### config.mk
export PLATFORM = sky130hd
export DESIGN_NAME = c_source_whitespace_minifier_core_flat
export DESIGN_NICKNAME = d
export VERILOG_FILES = /design/src/sv/csm_pkg.sv /design/src/sv/csm_in_if.sv /design/src/sv/csm_out_if.sv /design/src/sv/csm_front.sv /design/src/sv/csm_fifo.sv /design/src/sv/csm_back.sv /design/src/sv/c_source_whitespace_minifier_core.sv /design/src/flat_wrapper.sv
export SDC_FILE = /design/constraint.sdc
export NUM_CORES = 1
export LEC_CHECK = 0
export ABC_AREA = 1
export BUFFER_PORTS_ARGS = -buffer_cell sky130_fd_sc_hd__clkbuf_2
export CORE_ASPECT_RATIO = 1.4
export CORE_MARGIN = 2
export CORE_UTILIZATION = 40
export CTS_CLUSTER_SIZE = 28
export DETAILED_ROUTE_END_ITERATION = 10
export HOLD_SLACK_MARGIN = 0.06
export PLACE_DENSITY_LB_ADDON = 0.25
export SYNTH_ARGS = -nofsm -noshare
export SYNTH_HDL_FRONTEND = slang
export SYNTH_SLANG_ARGS = --single-unit
### constraint.sdc
create_clock -name clk_i -period 2.68 [get_ports clk_i]
set_clock_uncertainty 0.2 [all_clocks]
set_input_delay 0.804 -clock clk_i [delete_from_list [all_inputs] [get_ports clk_i]]
set_output_delay 0.804 -clock clk_i [all_outputs]
set_load 0.05 [all_outputs]
### src/sv/csm_pkg.sv
package csm_pkg;

  localparam logic [7:0] ChHash      = 8'h23;
  localparam logic [7:0] ChQuote     = 8'h22;
  localparam logic [7:0] ChBackslash = 8'h5c;
  localparam logic [7:0] ChNewline   = 8'h0a;
  localparam logic [7:0] ChSpace     = 8'h20;
  localparam logic [7:0] ChTab       = 8'h09;
  localparam logic [7:0] ChSemi      = 8'h3b;
  localparam logic [7:0] ChRbrace    = 8'h7d;

  localparam logic CmdByte = 1'b0;
  localparam logic CmdEnd  = 1'b1;

  // One queue word: up to two bytes for the back part, or an end marker.
  typedef struct packed {
    logic       is_end;
    logic [1:0] cnt;
    logic [7:0] b0;
    logic [7:0] b1;
  } fwd_t;

  typedef struct packed {
    logic in_string;
    logic space_pending;
    logic seen_first;
  } back_st_t;

  function automatic logic is_punct(logic [7:0] c);
    return c inside {8'h7b, 8'h7d, 8'h3b, 8'h3d, 8'h2b, 8'h2c,
                     8'h3a, 8'h2d, 8'h2f, 8'h2a, 8'h28, 8'h29};
  endfunction

  function automatic logic is_blank(logic [7:0] c);
    return (c == ChSpace) || (c == ChTab);
  endfunction

endpackage

### src/sv/csm_in_if.sv
interface csm_in_if;
  logic       valid;
  logic       ready;
  logic       cmd;
  logic [7:0] src_byte;

  modport source (output valid, output cmd, output src_byte, input ready);
  modport sink (input valid, input cmd, input src_byte, output ready);
endinterface

### src/sv/csm_out_if.sv
interface csm_out_if;
  logic       valid;
  logic       ready;
  logic [7:0] out_byte;
  logic       last_of_run;

  modport source (output valid, output out_byte, output last_of_run, input ready);
  modport sink (input valid, input out_byte, input last_of_run, output ready);
endinterface

### src/sv/csm_front.sv
module csm_front (
  input  logic           clk_i,
  input  logic           rst_ni,
  csm_in_if.sink         in_i,
  input  logic           full_i,
  output logic           push_o,
  output csm_pkg::fwd_t  push_word_o
);

  logic       in_string_q, in_string_d;
  logic [7:0] prev_q, prev_d;
  logic       skip_q, skip_d;
  logic       in_dir_q, in_dir_d;
  logic       take;
  logic [7:0] c;

  assign in_i.ready = !full_i;
  assign take       = in_i.valid && !full_i;
  assign c          = in_i.src_byte;

  always_comb begin
    in_string_d = in_string_q;
    prev_d      = prev_q;
    skip_d      = skip_q;
    in_dir_d    = in_dir_q;
    push_word_o = '{is_end: 1'b0, cnt: 2'd0, b0: c, b1: csm_pkg::ChSemi};
    if (in_i.cmd == csm_pkg::CmdEnd) begin
      push_word_o.is_end = 1'b1;
      in_string_d = 1'b0;
      prev_d      = '0;
      skip_d      = 1'b0;
      in_dir_d    = 1'b0;
    end else begin
      prev_d = c;
      if (in_dir_q) begin
        if (c == csm_pkg::ChNewline) in_dir_d = 1'b0;
        push_word_o.cnt = 2'd1;
      end else if (skip_q && (csm_pkg::is_blank(c) || c == csm_pkg::ChNewline)) begin
        push_word_o.cnt = 2'd0;
      end else begin
        skip_d = 1'b0;
        push_word_o.cnt = 2'd1;
        if (c == csm_pkg::ChHash) begin
          in_dir_d = 1'b1;
        end else if (c == csm_pkg::ChQuote) begin
          in_string_d = !(in_string_q && prev_q != csm_pkg::ChBackslash);
        end else if (c == csm_pkg::ChRbrace) begin
          push_word_o.cnt = 2'd2;
          if (!in_string_q) skip_d = 1'b1;
        end else if (csm_pkg::is_punct(c)) begin
          if (!in_string_q) skip_d = 1'b1;
        end
      end
    end
  end

  // Dropped blanks send nothing down the queue.
  assign push_o = take && (push_word_o.is_end || push_word_o.cnt != 2'd0);

  always_ff @(posedge clk_i or negedge rst_ni) begin
    if (!rst_ni) begin
      in_string_q <= 1'b0;
      prev_q      <= '0;
      skip_q      <= 1'b0;
      in_dir_q    <= 1'b0;
    end else if (take) begin
      in_string_q <= in_string_d;
      prev_q      <= prev_d;
      skip_q      <= skip_d;
      in_dir_q    <= in_dir_d;
    end
  end

endmodule

### src/sv/csm_fifo.sv
module csm_fifo #(
  parameter int Depth = 4
) (
  input  logic           clk_i,
  input  logic           rst_ni,
  input  logic           push_i,
  input  csm_pkg::fwd_t  push_word_i,
  output logic           full_o,
  input  logic           pop_i,
  output logic           valid_o,
  output csm_pkg::fwd_t  pop_word_o
);

  localparam int AW = (Depth > 1) ? $clog2(Depth) : 1;
  localparam int CW = $clog2(Depth + 1);
  localparam logic [AW-1:0] LastPtr = AW'(Depth - 1);
  localparam logic [CW-1:0] DepthCnt = CW'(Depth);

  csm_pkg::fwd_t mem_q [Depth];
  logic [AW-1:0] wr_q, wr_d, rd_q, rd_d;
  logic [CW-1:0] cnt_q, cnt_d;
  logic          do_push, do_pop;

  assign full_o     = (cnt_q == DepthCnt);
  assign valid_o    = (cnt_q != '0);
  assign pop_word_o = mem_q[rd_q];
  assign do_push    = push_i && !full_o;
  assign do_pop     = pop_i && valid_o;

  always_comb begin
    wr_d  = wr_q;
    rd_d  = rd_q;
    cnt_d = cnt_q;
    if (do_push) wr_d = (wr_q == LastPtr) ? '0 : wr_q + 1'b1;
    if (do_pop)  rd_d = (rd_q == LastPtr) ? '0 : rd_q + 1'b1;
    if (do_push && !do_pop) cnt_d = cnt_q + 1'b1;
    else if (!do_push && do_pop) cnt_d = cnt_q - 1'b1;
  end

  always_ff @(posedge clk_i or negedge rst_ni) begin
    if (!rst_ni) begin
      wr_q  <= '0;
      rd_q  <= '0;
      cnt_q <= '0;
    end else begin
      wr_q  <= wr_d;
      rd_q  <= rd_d;
      cnt_q <= cnt_d;
    end
  end

  always_ff @(posedge clk_i) begin
    if (do_push) mem_q[wr_q] <= push_word_i;
  end

`ifndef ASSERT_OFF
  a_cnt_bound: assert property (@(posedge clk_i) disable iff (!rst_ni)
    cnt_q <= DepthCnt) else $error("queue count above depth");
  a_no_overflow: assert property (@(posedge clk_i) disable iff (!rst_ni)
    push_i |-> !full_o) else $error("push into full queue");
  a_no_underflow: assert property (@(posedge clk_i) disable iff (!rst_ni)
    pop_i |-> valid_o) else $error("pop from empty queue");
`endif

endmodule

### src/sv/csm_back.sv
module csm_back (
  input  logic           clk_i,
  input  logic           rst_ni,
  input  logic           valid_i,
  input  csm_pkg::fwd_t  word_i,
  output logic           pop_o,
  csm_out_if.source      out_o
);

  typedef struct packed {
    csm_pkg::back_st_t st;
    logic [1:0]        n;
    logic [7:0]        o0;
    logic [7:0]        o1;
  } take_res_t;

  function automatic take_res_t back_take(csm_pkg::back_st_t s, logic [7:0] c);
    take_res_t r;
    r.st = s;
    r.n  = 2'd1;
    r.o0 = c;
    r.o1 = c;
    if (!s.seen_first) begin
      r.st.seen_first = 1'b1;
    end else if (!s.in_string && csm_pkg::is_blank(c)) begin
      r.st.space_pending = 1'b1;
      r.n = 2'd0;
    end else if (s.space_pending) begin
      r.st.space_pending = 1'b0;
      if (!csm_pkg::is_punct(c)) begin
        r.n  = 2'd2;
        r.o0 = csm_pkg::ChSpace;
      end
    end
    if (r.n != 2'd0 && c == csm_pkg::ChQuote) r.st.in_string = !s.in_string;
    return r;
  endfunction

  csm_pkg::back_st_t st_q, st_d;
  logic       busy_q, busy_d;
  logic [1:0] cnt_q, cnt_d;
  logic [1:0] idx_q, idx_d;
  logic [7:0] res_q [3];
  logic [7:0] res_d [3];
  take_res_t  r0, r1;
  logic [2:0] k;
  logic       is_last, last_taken;

  assign is_last          = (idx_q == cnt_q - 2'd1);
  assign last_taken       = busy_q && out_o.ready && is_last;
  assign pop_o            = valid_i && (!busy_q || last_taken);
  assign out_o.valid      = busy_q;
  assign out_o.out_byte   = res_q[idx_q];
  assign out_o.last_of_run = is_last;

  always_comb begin
    r0 = back_take(st_q, word_i.b0);
    r1 = back_take(r0.st, word_i.b1);
    res_d = res_q;
    st_d  = st_q;
    busy_d = busy_q;
    cnt_d  = cnt_q;
    idx_d  = idx_q;
    k      = 3'd0;
    if (busy_q && out_o.ready) begin
      if (is_last) busy_d = 1'b0;
      else idx_d = idx_q + 2'd1;
    end
    if (pop_o) begin
      idx_d = 2'd0;
      if (word_i.is_end) begin
        res_d[0] = csm_pkg::ChNewline;
        k    = 3'd1;
        st_d = '0;
      end else begin
        if (r0.n == 2'd2) begin
          res_d[k[1:0]] = r0.o0;
          k = k + 3'd1;
        end
        if (r0.n != 2'd0) begin
          res_d[k[1:0]] = r0.o1;
          k = k + 3'd1;
        end
        st_d = r0.st;
        if (word_i.cnt == 2'd2) begin
          // second byte of a word is always after a brace, so k stays below three
          if (r1.n == 2'd2) begin
            res_d[k[1:0]] = r1.o0;
            k = k + 3'd1;
          end
          if (r1.n != 2'd0) begin
            res_d[k[1:0]] = r1.o1;
            k = k + 3'd1;
          end
          st_d = r1.st;
        end
      end
      cnt_d  = k[1:0];
      busy_d = (k != 3'd0);
    end
  end

  always_ff @(posedge clk_i or negedge rst_ni) begin
    if (!rst_ni) begin
      st_q   <= '0;
      busy_q <= 1'b0;
      cnt_q  <= '0;
      idx_q  <= '0;
    end else begin
      st_q   <= st_d;
      busy_q <= busy_d;
      cnt_q  <= cnt_d;
      idx_q  <= idx_d;
    end
  end

  always_ff @(posedge clk_i) begin
    res_q <= res_d;
  end

`ifndef ASSERT_OFF
  a_idx_in_run: assert property (@(posedge clk_i) disable iff (!rst_ni)
    busy_q |-> (cnt_q != 2'd0 && idx_q < cnt_q)) else $error("word index past run");
`endif

endmodule

### src/sv/c_source_whitespace_minifier_core.sv
// channel  | dir | payload                         | handshake
// in_i     | in  | cmd[0], src_byte[7:0]           | valid/ready
// out_o    | out | out_byte[7:0], last_of_run[0]   | valid/ready
//
// One input word per cycle while the queue has room; result words are
// sent from the back part's output register, one word per ready cycle.
// A source byte yields zero to two words, an end word exactly one ('\n').
// The front part stalls only when the queue (QueueDepth words) is full;
// the back part stalls on out_o.ready alone.
// Reset (rst_ni low, async) empties the queue and clears control state.
module c_source_whitespace_minifier_core #(
  parameter int QueueDepth = 4
) (
  input  logic       clk_i,
  input  logic       rst_ni,
  csm_in_if.sink     in_i,
  csm_out_if.source  out_o
);

  logic          push, full, pop, q_valid;
  csm_pkg::fwd_t push_word, pop_word;

  csm_front u_front (
    .clk_i       (clk_i),
    .rst_ni      (rst_ni),
    .in_i        (in_i),
    .full_i      (full),
    .push_o      (push),
    .push_word_o (push_word)
  );

  csm_fifo #(
    .Depth (QueueDepth)
  ) u_fifo (
    .clk_i       (clk_i),
    .rst_ni      (rst_ni),
    .push_i      (push),
    .push_word_i (push_word),
    .full_o      (full),
    .pop_i       (pop),
    .valid_o     (q_valid),
    .pop_word_o  (pop_word)
  );

  csm_back u_back (
    .clk_i   (clk_i),
    .rst_ni  (rst_ni),
    .valid_i (q_valid),
    .word_i  (pop_word),
    .pop_o   (pop),
    .out_o   (out_o)
  );

endmodule
### src/flat_wrapper.sv
// flat-port wrapper written by rule: the top's interface ports become plain ports
module c_source_whitespace_minifier_core_flat 
#(
  parameter int QueueDepth = 4
)
  (clk_i, rst_ni, in_i_valid, in_i_cmd, in_i_src_byte, in_i_ready, out_o_valid, out_o_out_byte, out_o_last_of_run, out_o_ready);
  csm_in_if in_i_i ();
  csm_out_if out_o_i ();
  input  logic clk_i;
  input  logic rst_ni;
  input wire logic [$bits(in_i_i.valid)-1:0] in_i_valid;
  input wire logic [$bits(in_i_i.cmd)-1:0] in_i_cmd;
  input wire logic [$bits(in_i_i.src_byte)-1:0] in_i_src_byte;
  output wire logic [$bits(in_i_i.ready)-1:0] in_i_ready;
  output wire logic [$bits(out_o_i.valid)-1:0] out_o_valid;
  output wire logic [$bits(out_o_i.out_byte)-1:0] out_o_out_byte;
  output wire logic [$bits(out_o_i.last_of_run)-1:0] out_o_last_of_run;
  input wire logic [$bits(out_o_i.ready)-1:0] out_o_ready;
  assign in_i_i.valid = in_i_valid;
  assign in_i_i.cmd = in_i_cmd;
  assign in_i_i.src_byte = in_i_src_byte;
  assign in_i_ready = in_i_i.ready;
  assign out_o_valid = out_o_i.valid;
  assign out_o_out_byte = out_o_i.out_byte;
  assign out_o_last_of_run = out_o_i.last_of_run;
  assign out_o_i.ready = out_o_ready;
  c_source_whitespace_minifier_core #(.QueueDepth(QueueDepth)) u_core (.clk_i(clk_i), .rst_ni(rst_ni), .in_i(in_i_i), .out_o(out_o_i));
endmodule
* Word level (Yosys, flattened, before mapping) *
Memory sizes are Yosys's and may differ from the RTL's.
Cells that the tools add are included.
W data, S select, Z words.

cells by class
  divide/modulo/power cells = 0
  bitwise operators = 5
  shift operators = 0
  reduce and logical (&&, ||, !) cells = 48
  magnitude comparators = 7
  equality and inequality tests = 59
  mux-type cells = 92
  add/sub/neg operators = 9
  multipliers = 0

operators with widths
  cell                   count
  $mux W24               9
  $eq A8 B6 Y1 const B   25
  $eq A8 B6 Y1 const AB  12
  $mux W8                11
  $bwmux W24             3
  $mux W3                17
  $mux W10               5
  $demux W8 S2           3
  $reduce_bool A12 Y1    3
  $eq A8 B7 Y1 const B   4
  $mux W1                30
  $mux W2                13
  $eq A8 B4 Y1 const B   3
  $logic_and A1 B1 Y1    18
  $bmux W8 S2            1
  $eq A8 B7 Y1 const AB  2
  $reduce_bool A2 Y1     7
  $add A3 B1 Y3 const B  4
  $ge A3 B3 Y1 const B   4
  $not A2 Y3             4
  $eq A2 B2 Y1 const B   5
  $lt A3 B1 Y1 const B   3
  $eq A8 B4 Y1 const AB  1
  $ne A8 B7 Y1 const B   1
  14 further kinds       32

word-level totals
  output and inout port bits = 11
  memory bits (read-only) = 0
  memories kept = 1
  bits in writable memories = 44
  logic and storage cells = 237
  flip-flop bits (word level) = 50
  latch bits = 0

memories
  name                 depth  width  read ports  clocked after memory_dff  write ports  line            RTL
  u_core.u_fifo.mem_q  4      11     1           0                         1            csm_fifo.sv:19  csm_pkg::fwd_t mem_q [Depth];

* Logic depth before layout (Yosys ltp) *
An unclocked memory read counts as a cell.

  word-level depth = 28
  gate-level depth with buffers = 17

* Cells and area by module *
Synthesis repeated with hierarchy kept, for this count alone.

unflattened totals
  cells, all modules = 775
  area, all modules = 6,976.7 µm²

modules (own cells, without submodules)
  module     area each (µm²)  cells an instance  sequential area each (µm²)  instances
  csm_fifo   3,590.9          281                2,457.4                     1
  csm_back   2,571.2          374                920.9                       1
  csm_front  814.5            120                275.3                       1

* Worst setup path before layout *
OpenSTA, ideal clock, no wires.

  path kind = input-to-reg
  from = in in_i_src_byte[5]
  to = reg u_core.u_fifo.cnt_q[1]
  slack = -0.365 ns
  library setup time = 0.125 ns
  path buffers = 0
  arrival = 2.720 ns
  data required time = 2.355 ns
  stages = 13
  cells stage by stage = inv_1 -> nor2_1 -> inv_1 -> nor4_1 -> nand2_1 -> o31ai_1 -> nand4_1 -> nand2_1 -> inv_1 -> ha_1 -> inv_1 -> fa_1 -> mux2_2

on the way
  elaborated cells on any way between the ends = 24
  those cells by class = 6 x eq/ne; 7 x mux; 11 x reduce/logical

RTL lines
  item                                                   line                              RTL
  from (decl)                                            flat_wrapper.sv:13                input wire logic [$bits(in_i_i.src_byte)-1:0] in_i_src_byte;
  $eq A8 B7 Y1 (tied with other cells)                   csm_front.sv:47                   end else if (c == csm_pkg::ChRbrace) begin
  $mux W2 / $logic_or A1 B1 Y1 (equally long branches)   csm_front.sv:47, csm_pkg.sv:35
  $mux W2 / $logic_or A1 B1 Y1 (equally long branches)   csm_front.sv:45, csm_front.sv:38
  $mux W2 / $logic_and A1 B1 Y1 (equally long branches)  csm_front.sv:43, csm_front.sv:38
  $mux W2 *                                              csm_front.sv:38                   end else if (skip_q && (csm_pkg::is_blank(c) || c == csm_pkg::ChNewline)) begin
  $mux W2 *                                              csm_front.sv:35                   if (in_dir_q) begin
  $mux W2 *                                              csm_front.sv:27                   if (in_i.cmd == csm_pkg::CmdEnd) begin
  $reduce_bool A2 Y1 *                                   csm_front.sv:58                   assign push_o = take && (push_word_o.is_end || push_word_o.cnt != 2'd0);
  $logic_or A1 B1 Y1 *                                   csm_front.sv:58
  $logic_and A1 B1 Y1 *                                  csm_front.sv:58
  $logic_and A1 B1 Y1 *                                  csm_fifo.sv:27                    assign do_push = push_i && !full_o;
  via u_core.u_fifo.do_push                              csm_fifo.sv:22                    logic do_push, do_pop;
  $logic_and A1 B1 Y1 *                                  csm_fifo.sv:36                    if (do_push && !do_pop) cnt_d = cnt_q + 1'b1;
  $mux W3 *                                              csm_fifo.sv:36
  via u_core.u_fifo.cnt_d[1]                             csm_fifo.sv:21                    logic [CW-1:0] cnt_q, cnt_d;
  to (signal assigned)                                   csm_fifo.sv:48                    cnt_q <= cnt_d;
  to (decl)                                              csm_fifo.sv:21

The timed path passes the listed nets; every way through them passes the cells marked *.
A chain may end at the register's enable or synchronous reset.

* Final worst setup path *
  from = in in_i_src_byte[7]
  to = reg u_core.u_fifo.cnt_q[1]

Same word-level chain as after synthesis.

==> qor.yml <==
rr_endpoint: "u_core.u_back.res_q[9]"
port_buffers: 23
finalMaxSlewViolations: 0
fin_tns_setup_ns: -0.07175
net-switching-power_w: 0.002937
vdd_drop_max_v: 0.0003757
unrepaired_setup_endpoints_after_global_routing: "yes"
synth_nets: 534
worst_skew_pair.late_latency_ns: 0.35
cts.reportedPaths.clkPinSlew_ns: 0.07
layout_setup_ws_ns: -0.07175
worstPathArrival_ns: 2.79
violations: "setup timing"
cts_htree_levels: 3
cts_max_path_buffers: 2
floorplan.die.width_um: 95.10
power_density_mw_per_mm2: 1215
synth_seq_cells: 94
core_area_mm2: 0.01134
grt_pass1_wl_um: 16920
p_clk_share_pct: 19.4
synthToLayoutAreaGrowth_pct: 20.62
worst_slew_margin_rel_pct: 55.04
cts_buffers: 9
reg2reg_setup_slack_ns: 0.16
drtIter0Drc: 219
power_leakage_nw: 2.453
cap_violations: 0
synthesis.instances: 514
vias_per_cell: 5.064
ratio_of_cells_with_drive_above_1_in_the_final_layout_pct: 19.97
global_route.usage.total_pct: 17.53
design.die.area_mm2: 0.01251
yosysWarningCount: 0
setup.worst_path.end_class: "register"
final_area_mm2: 0.005605
clockRootBuffer: "clkbuf_16"
clock_sink_count: 94
grt_remaining_overflow: 0
setup_viol_count_final: 1
io_pins: 24
routed-via-count: 3646
cp_startpoint: "in_i_src_byte[7]"
final_critical_path_time_including_i_o_delays_and_setup_ns: 2.752
synth.cell_area_mm2: 0.004647
power.switching_fraction_pct: 43.12
number_of_iterations_in_the_first_detailed_routing_pass: 4
core.rowCount: 46
rr_startpoint: "u_core.u_fifo.rd_q[0]"
timing.setup.critical_path_class: "input port to register"
drtAntennaViolNets: 0
place_area_mm2: 0.005166
gpl.final_weighted_congestion: 0.9042
detail_route.wl_per_cell_um: 14.40
distinct_cells_synth: 35
comb_power_share_pct: 46.5
worstPathMaxFanout: 4
final_period_util_pct: 102.7
ff2ff_path_depth: 13
floorplan.initialDensity_pct: 40.98
synth_seq_area_share_pct: 57.94
timing.hold.worst.class: "input port to async pin"
worst_setup_path_end: "u_core.u_fifo.cnt_q[1]"
hold_violations: 0
sequential_fraction_of_design_power_pct: 34.0
remaining_drc_errors: 0
filler_cell_count: 1042
routed_wirelength_um: 10370
tritoncts: "done"
status: "complete, but fails checks"
grt_antenna_before_repair: 0
crit_required_ns: 2.72
max_freq_mhz: 363.4
antenna_cells_inserted: 0
die-height_um: 131.5
worst_pin_slew_ns: 0.6745
grt_pass1_vias: 3589
final_net_count: 591
power_report.internal_total_w: 0.003873
postSynthAreaPerCell_um2: 9.041
hpwl_um: 7723
maximum_number_of_pins_on_one_net_before_global_route_repair: 27
cp-start-kind: "input port"
-- metrics by stage --
stage	std cells	worst slack, ns	total power, W	hold WS [ns]	util (%)
2_1_floorplan	514	-0.1987	0.004580	0.2419	-
3_3_place_gp	700	-0.4200	0.005324	0.2573	45.56
3_5_place_dp	700	-0.4661	0.005392	0.2719	45.56
4_1_cts	716	-0.04311	0.006763	0.2878	48.54
5_1_grt	720	-0.1735	0.007334	0.3262	49.44
6_report	720	-0.07175	0.006810	0.2715	49.44
-- critical path, stage by stage --
cell and delay (ns):
buf_4 0.14, nor2_4 0.07, inv_2 0.05, nor4_4 0.32
nand2_2 0.10, o31ai_4 0.07, nand4_1 0.14, nand2_2 0.12
inv_2 0.06, ha_4 0.16, inv_4 0.05, fa_2 0.42
mux2_4 0.27
-- worst min-delay path by stage --
stage                                    end                  start  depth (start not counted)
finish              u_core.u_front.prev_q[2]                 rst_ni                          1
global route        u_core.u_front.prev_q[0]                 rst_ni                          1
CTS                 u_core.u_front.prev_q[2]                 rst_ni                          1
detailed placement     u_core.u_back.st_q[2]  u_core.u_back.st_q[2]                          2
global placement       u_core.u_back.st_q[2]  u_core.u_back.st_q[2]                          2
floorplan              u_core.u_back.st_q[2]  u_core.u_back.st_q[2]                          2
-- final cells by class --
| type | count | area [um2] | area share [%] |
|---|---|---|---|
| Clock buffer | 11 | 275.3 | 4.911 |
| Sequential cell | 94 | 2693 | 48.04 |
| Clock inverter | 5 | 41.29 | 0.7366 |
| Tap cell | 144 | 180.2 | 3.214 |
| Multi-Input combinational cell | 346 | 1715 | 30.60 |
| Inverter | 60 | 255.2 | 4.554 |
| Timing Repair Buffer | 60 | 445.4 | 7.946 |
-- cells in the mapped netlist (all sizes together) --
cell / number / area share [%]
a21oi: 21 / 2.3
a32o: 1 / 0.22
a32oi: 1 / 0.19
buf: 10 / 1.6
clkbuf: 4 / 0.32
clkinv: 1 / 0.081
dfrtp: 26 / 14
edfxtp: 68 / 44
fa: 1 / 0.43
ha: 6 / 1.6
inv: 59 / 4.8
mux2: 1 / 0.24
nand2: 174 / 14
nand3: 39 / 4.3
nand4: 5 / 0.67
nor2: 35 / 3.0
nor3: 3 / 0.32
nor4: 3 / 0.40
nor4b: 1 / 0.19
o211ai: 6 / 0.97
o21ai: 36 / 3.9
o221ai: 1 / 0.19
o22ai: 4 / 0.54
o31ai: 5 / 0.92
xnor2: 3 / 0.57
-- what timing repair did --
action,CTS,global route
resized for setup,7,31
setup buffers,0,4
hold buffers,0,0
endpoints found under the setup margin,12,69
pin swaps,2,10
endpoints found under the hold margin,0,0
-- power by group through the flow --
stage	clock network, W	logic [W]	registers, W
3_5_place_dp	0	0.00305	0.00234
5_1_grt	0.00142	0.00355	0.00237
6_report	0.00132	0.00317	0.00232
2_1_floorplan	0	0.00227	0.00231
4_1_cts	0.00135	0.00309	0.00232
3_3_place_gp	0	0.00299	0.00233
-- flip-flops by register name, summed over array words and instances (netlist names), 2 cells and up --
| name | flops |
|---|---|
| u_core.u_back.cnt_q | 2 |
| u_core.u_back.st_q | 3 |
| u_core.u_front.prev_q | 8 |
| u_core.u_fifo.cnt_q | 3 |
| u_core.u_fifo.rd_q | 2 |
| u_core.u_fifo.wr_q | 2 |
| u_core.u_back.idx_q | 2 |
| u_core.u_back.res_q | 24 |
| u_core.u_fifo.mem_q | 44 |
-- placed cells by master, fill, tap and decap left out, types with 2 or more instances in the layout --
cell / count
clkbuf_2: 12
o21ai_0: 30
inv_1: 42
edfxtp_1: 68
buf_4: 36
o22ai_1: 4
buf_6: 3
dfrtp_1: 26
inv_4: 4
clkbuf_4: 7
nand2_1: 168
xnor2_1: 3
o31ai_1: 3
nor2_4: 2
nor4_1: 2
a21oi_1: 20
o211ai_1: 6
ha_1: 5
nand3_1: 38
nand4_1: 5
inv_8: 2
nor3_1: 3
o21ai_1: 6
inv_6: 2
nor2_1: 28
clkbuf_16: 11
nand2_2: 5
inv_2: 12
nor2_2: 5
-- metal layers --
layer / vias up / global-route usage [%] / share of wire, % / routed length (um)
met2: 74 / 31.30 / 54 / 5642
met3: 25 / 3.498 / 2.8 / 295
li1: 1829 / - / - / -
met5: - / 0 / 0 / 0
met1: 1718 / 19.34 / 40 / 4139
met4: 0 / 8.213 / 2.8 / 287
-- cell families (layout without fill, tap and decap cells) --
kind of cell | after synthesis | in the layout | share of synthesized area, %
AND/OR/NAND/NOR | 260 | 260 | 23.16
adder cells (fa/ha/maj) | 7 | 7 | 2.046
AO/OA/AOI/OAI | 75 | 75 | 9.235
XOR/XNOR | 3 | 3 | 0.5655
buffers and inverters | 74 | 136 | 6.812
flip-flops | 94 | 94 | 57.94
multiplexers | 1 | 1 | 0.2423
No activity file was read; power rests on OpenSTA's default activity.
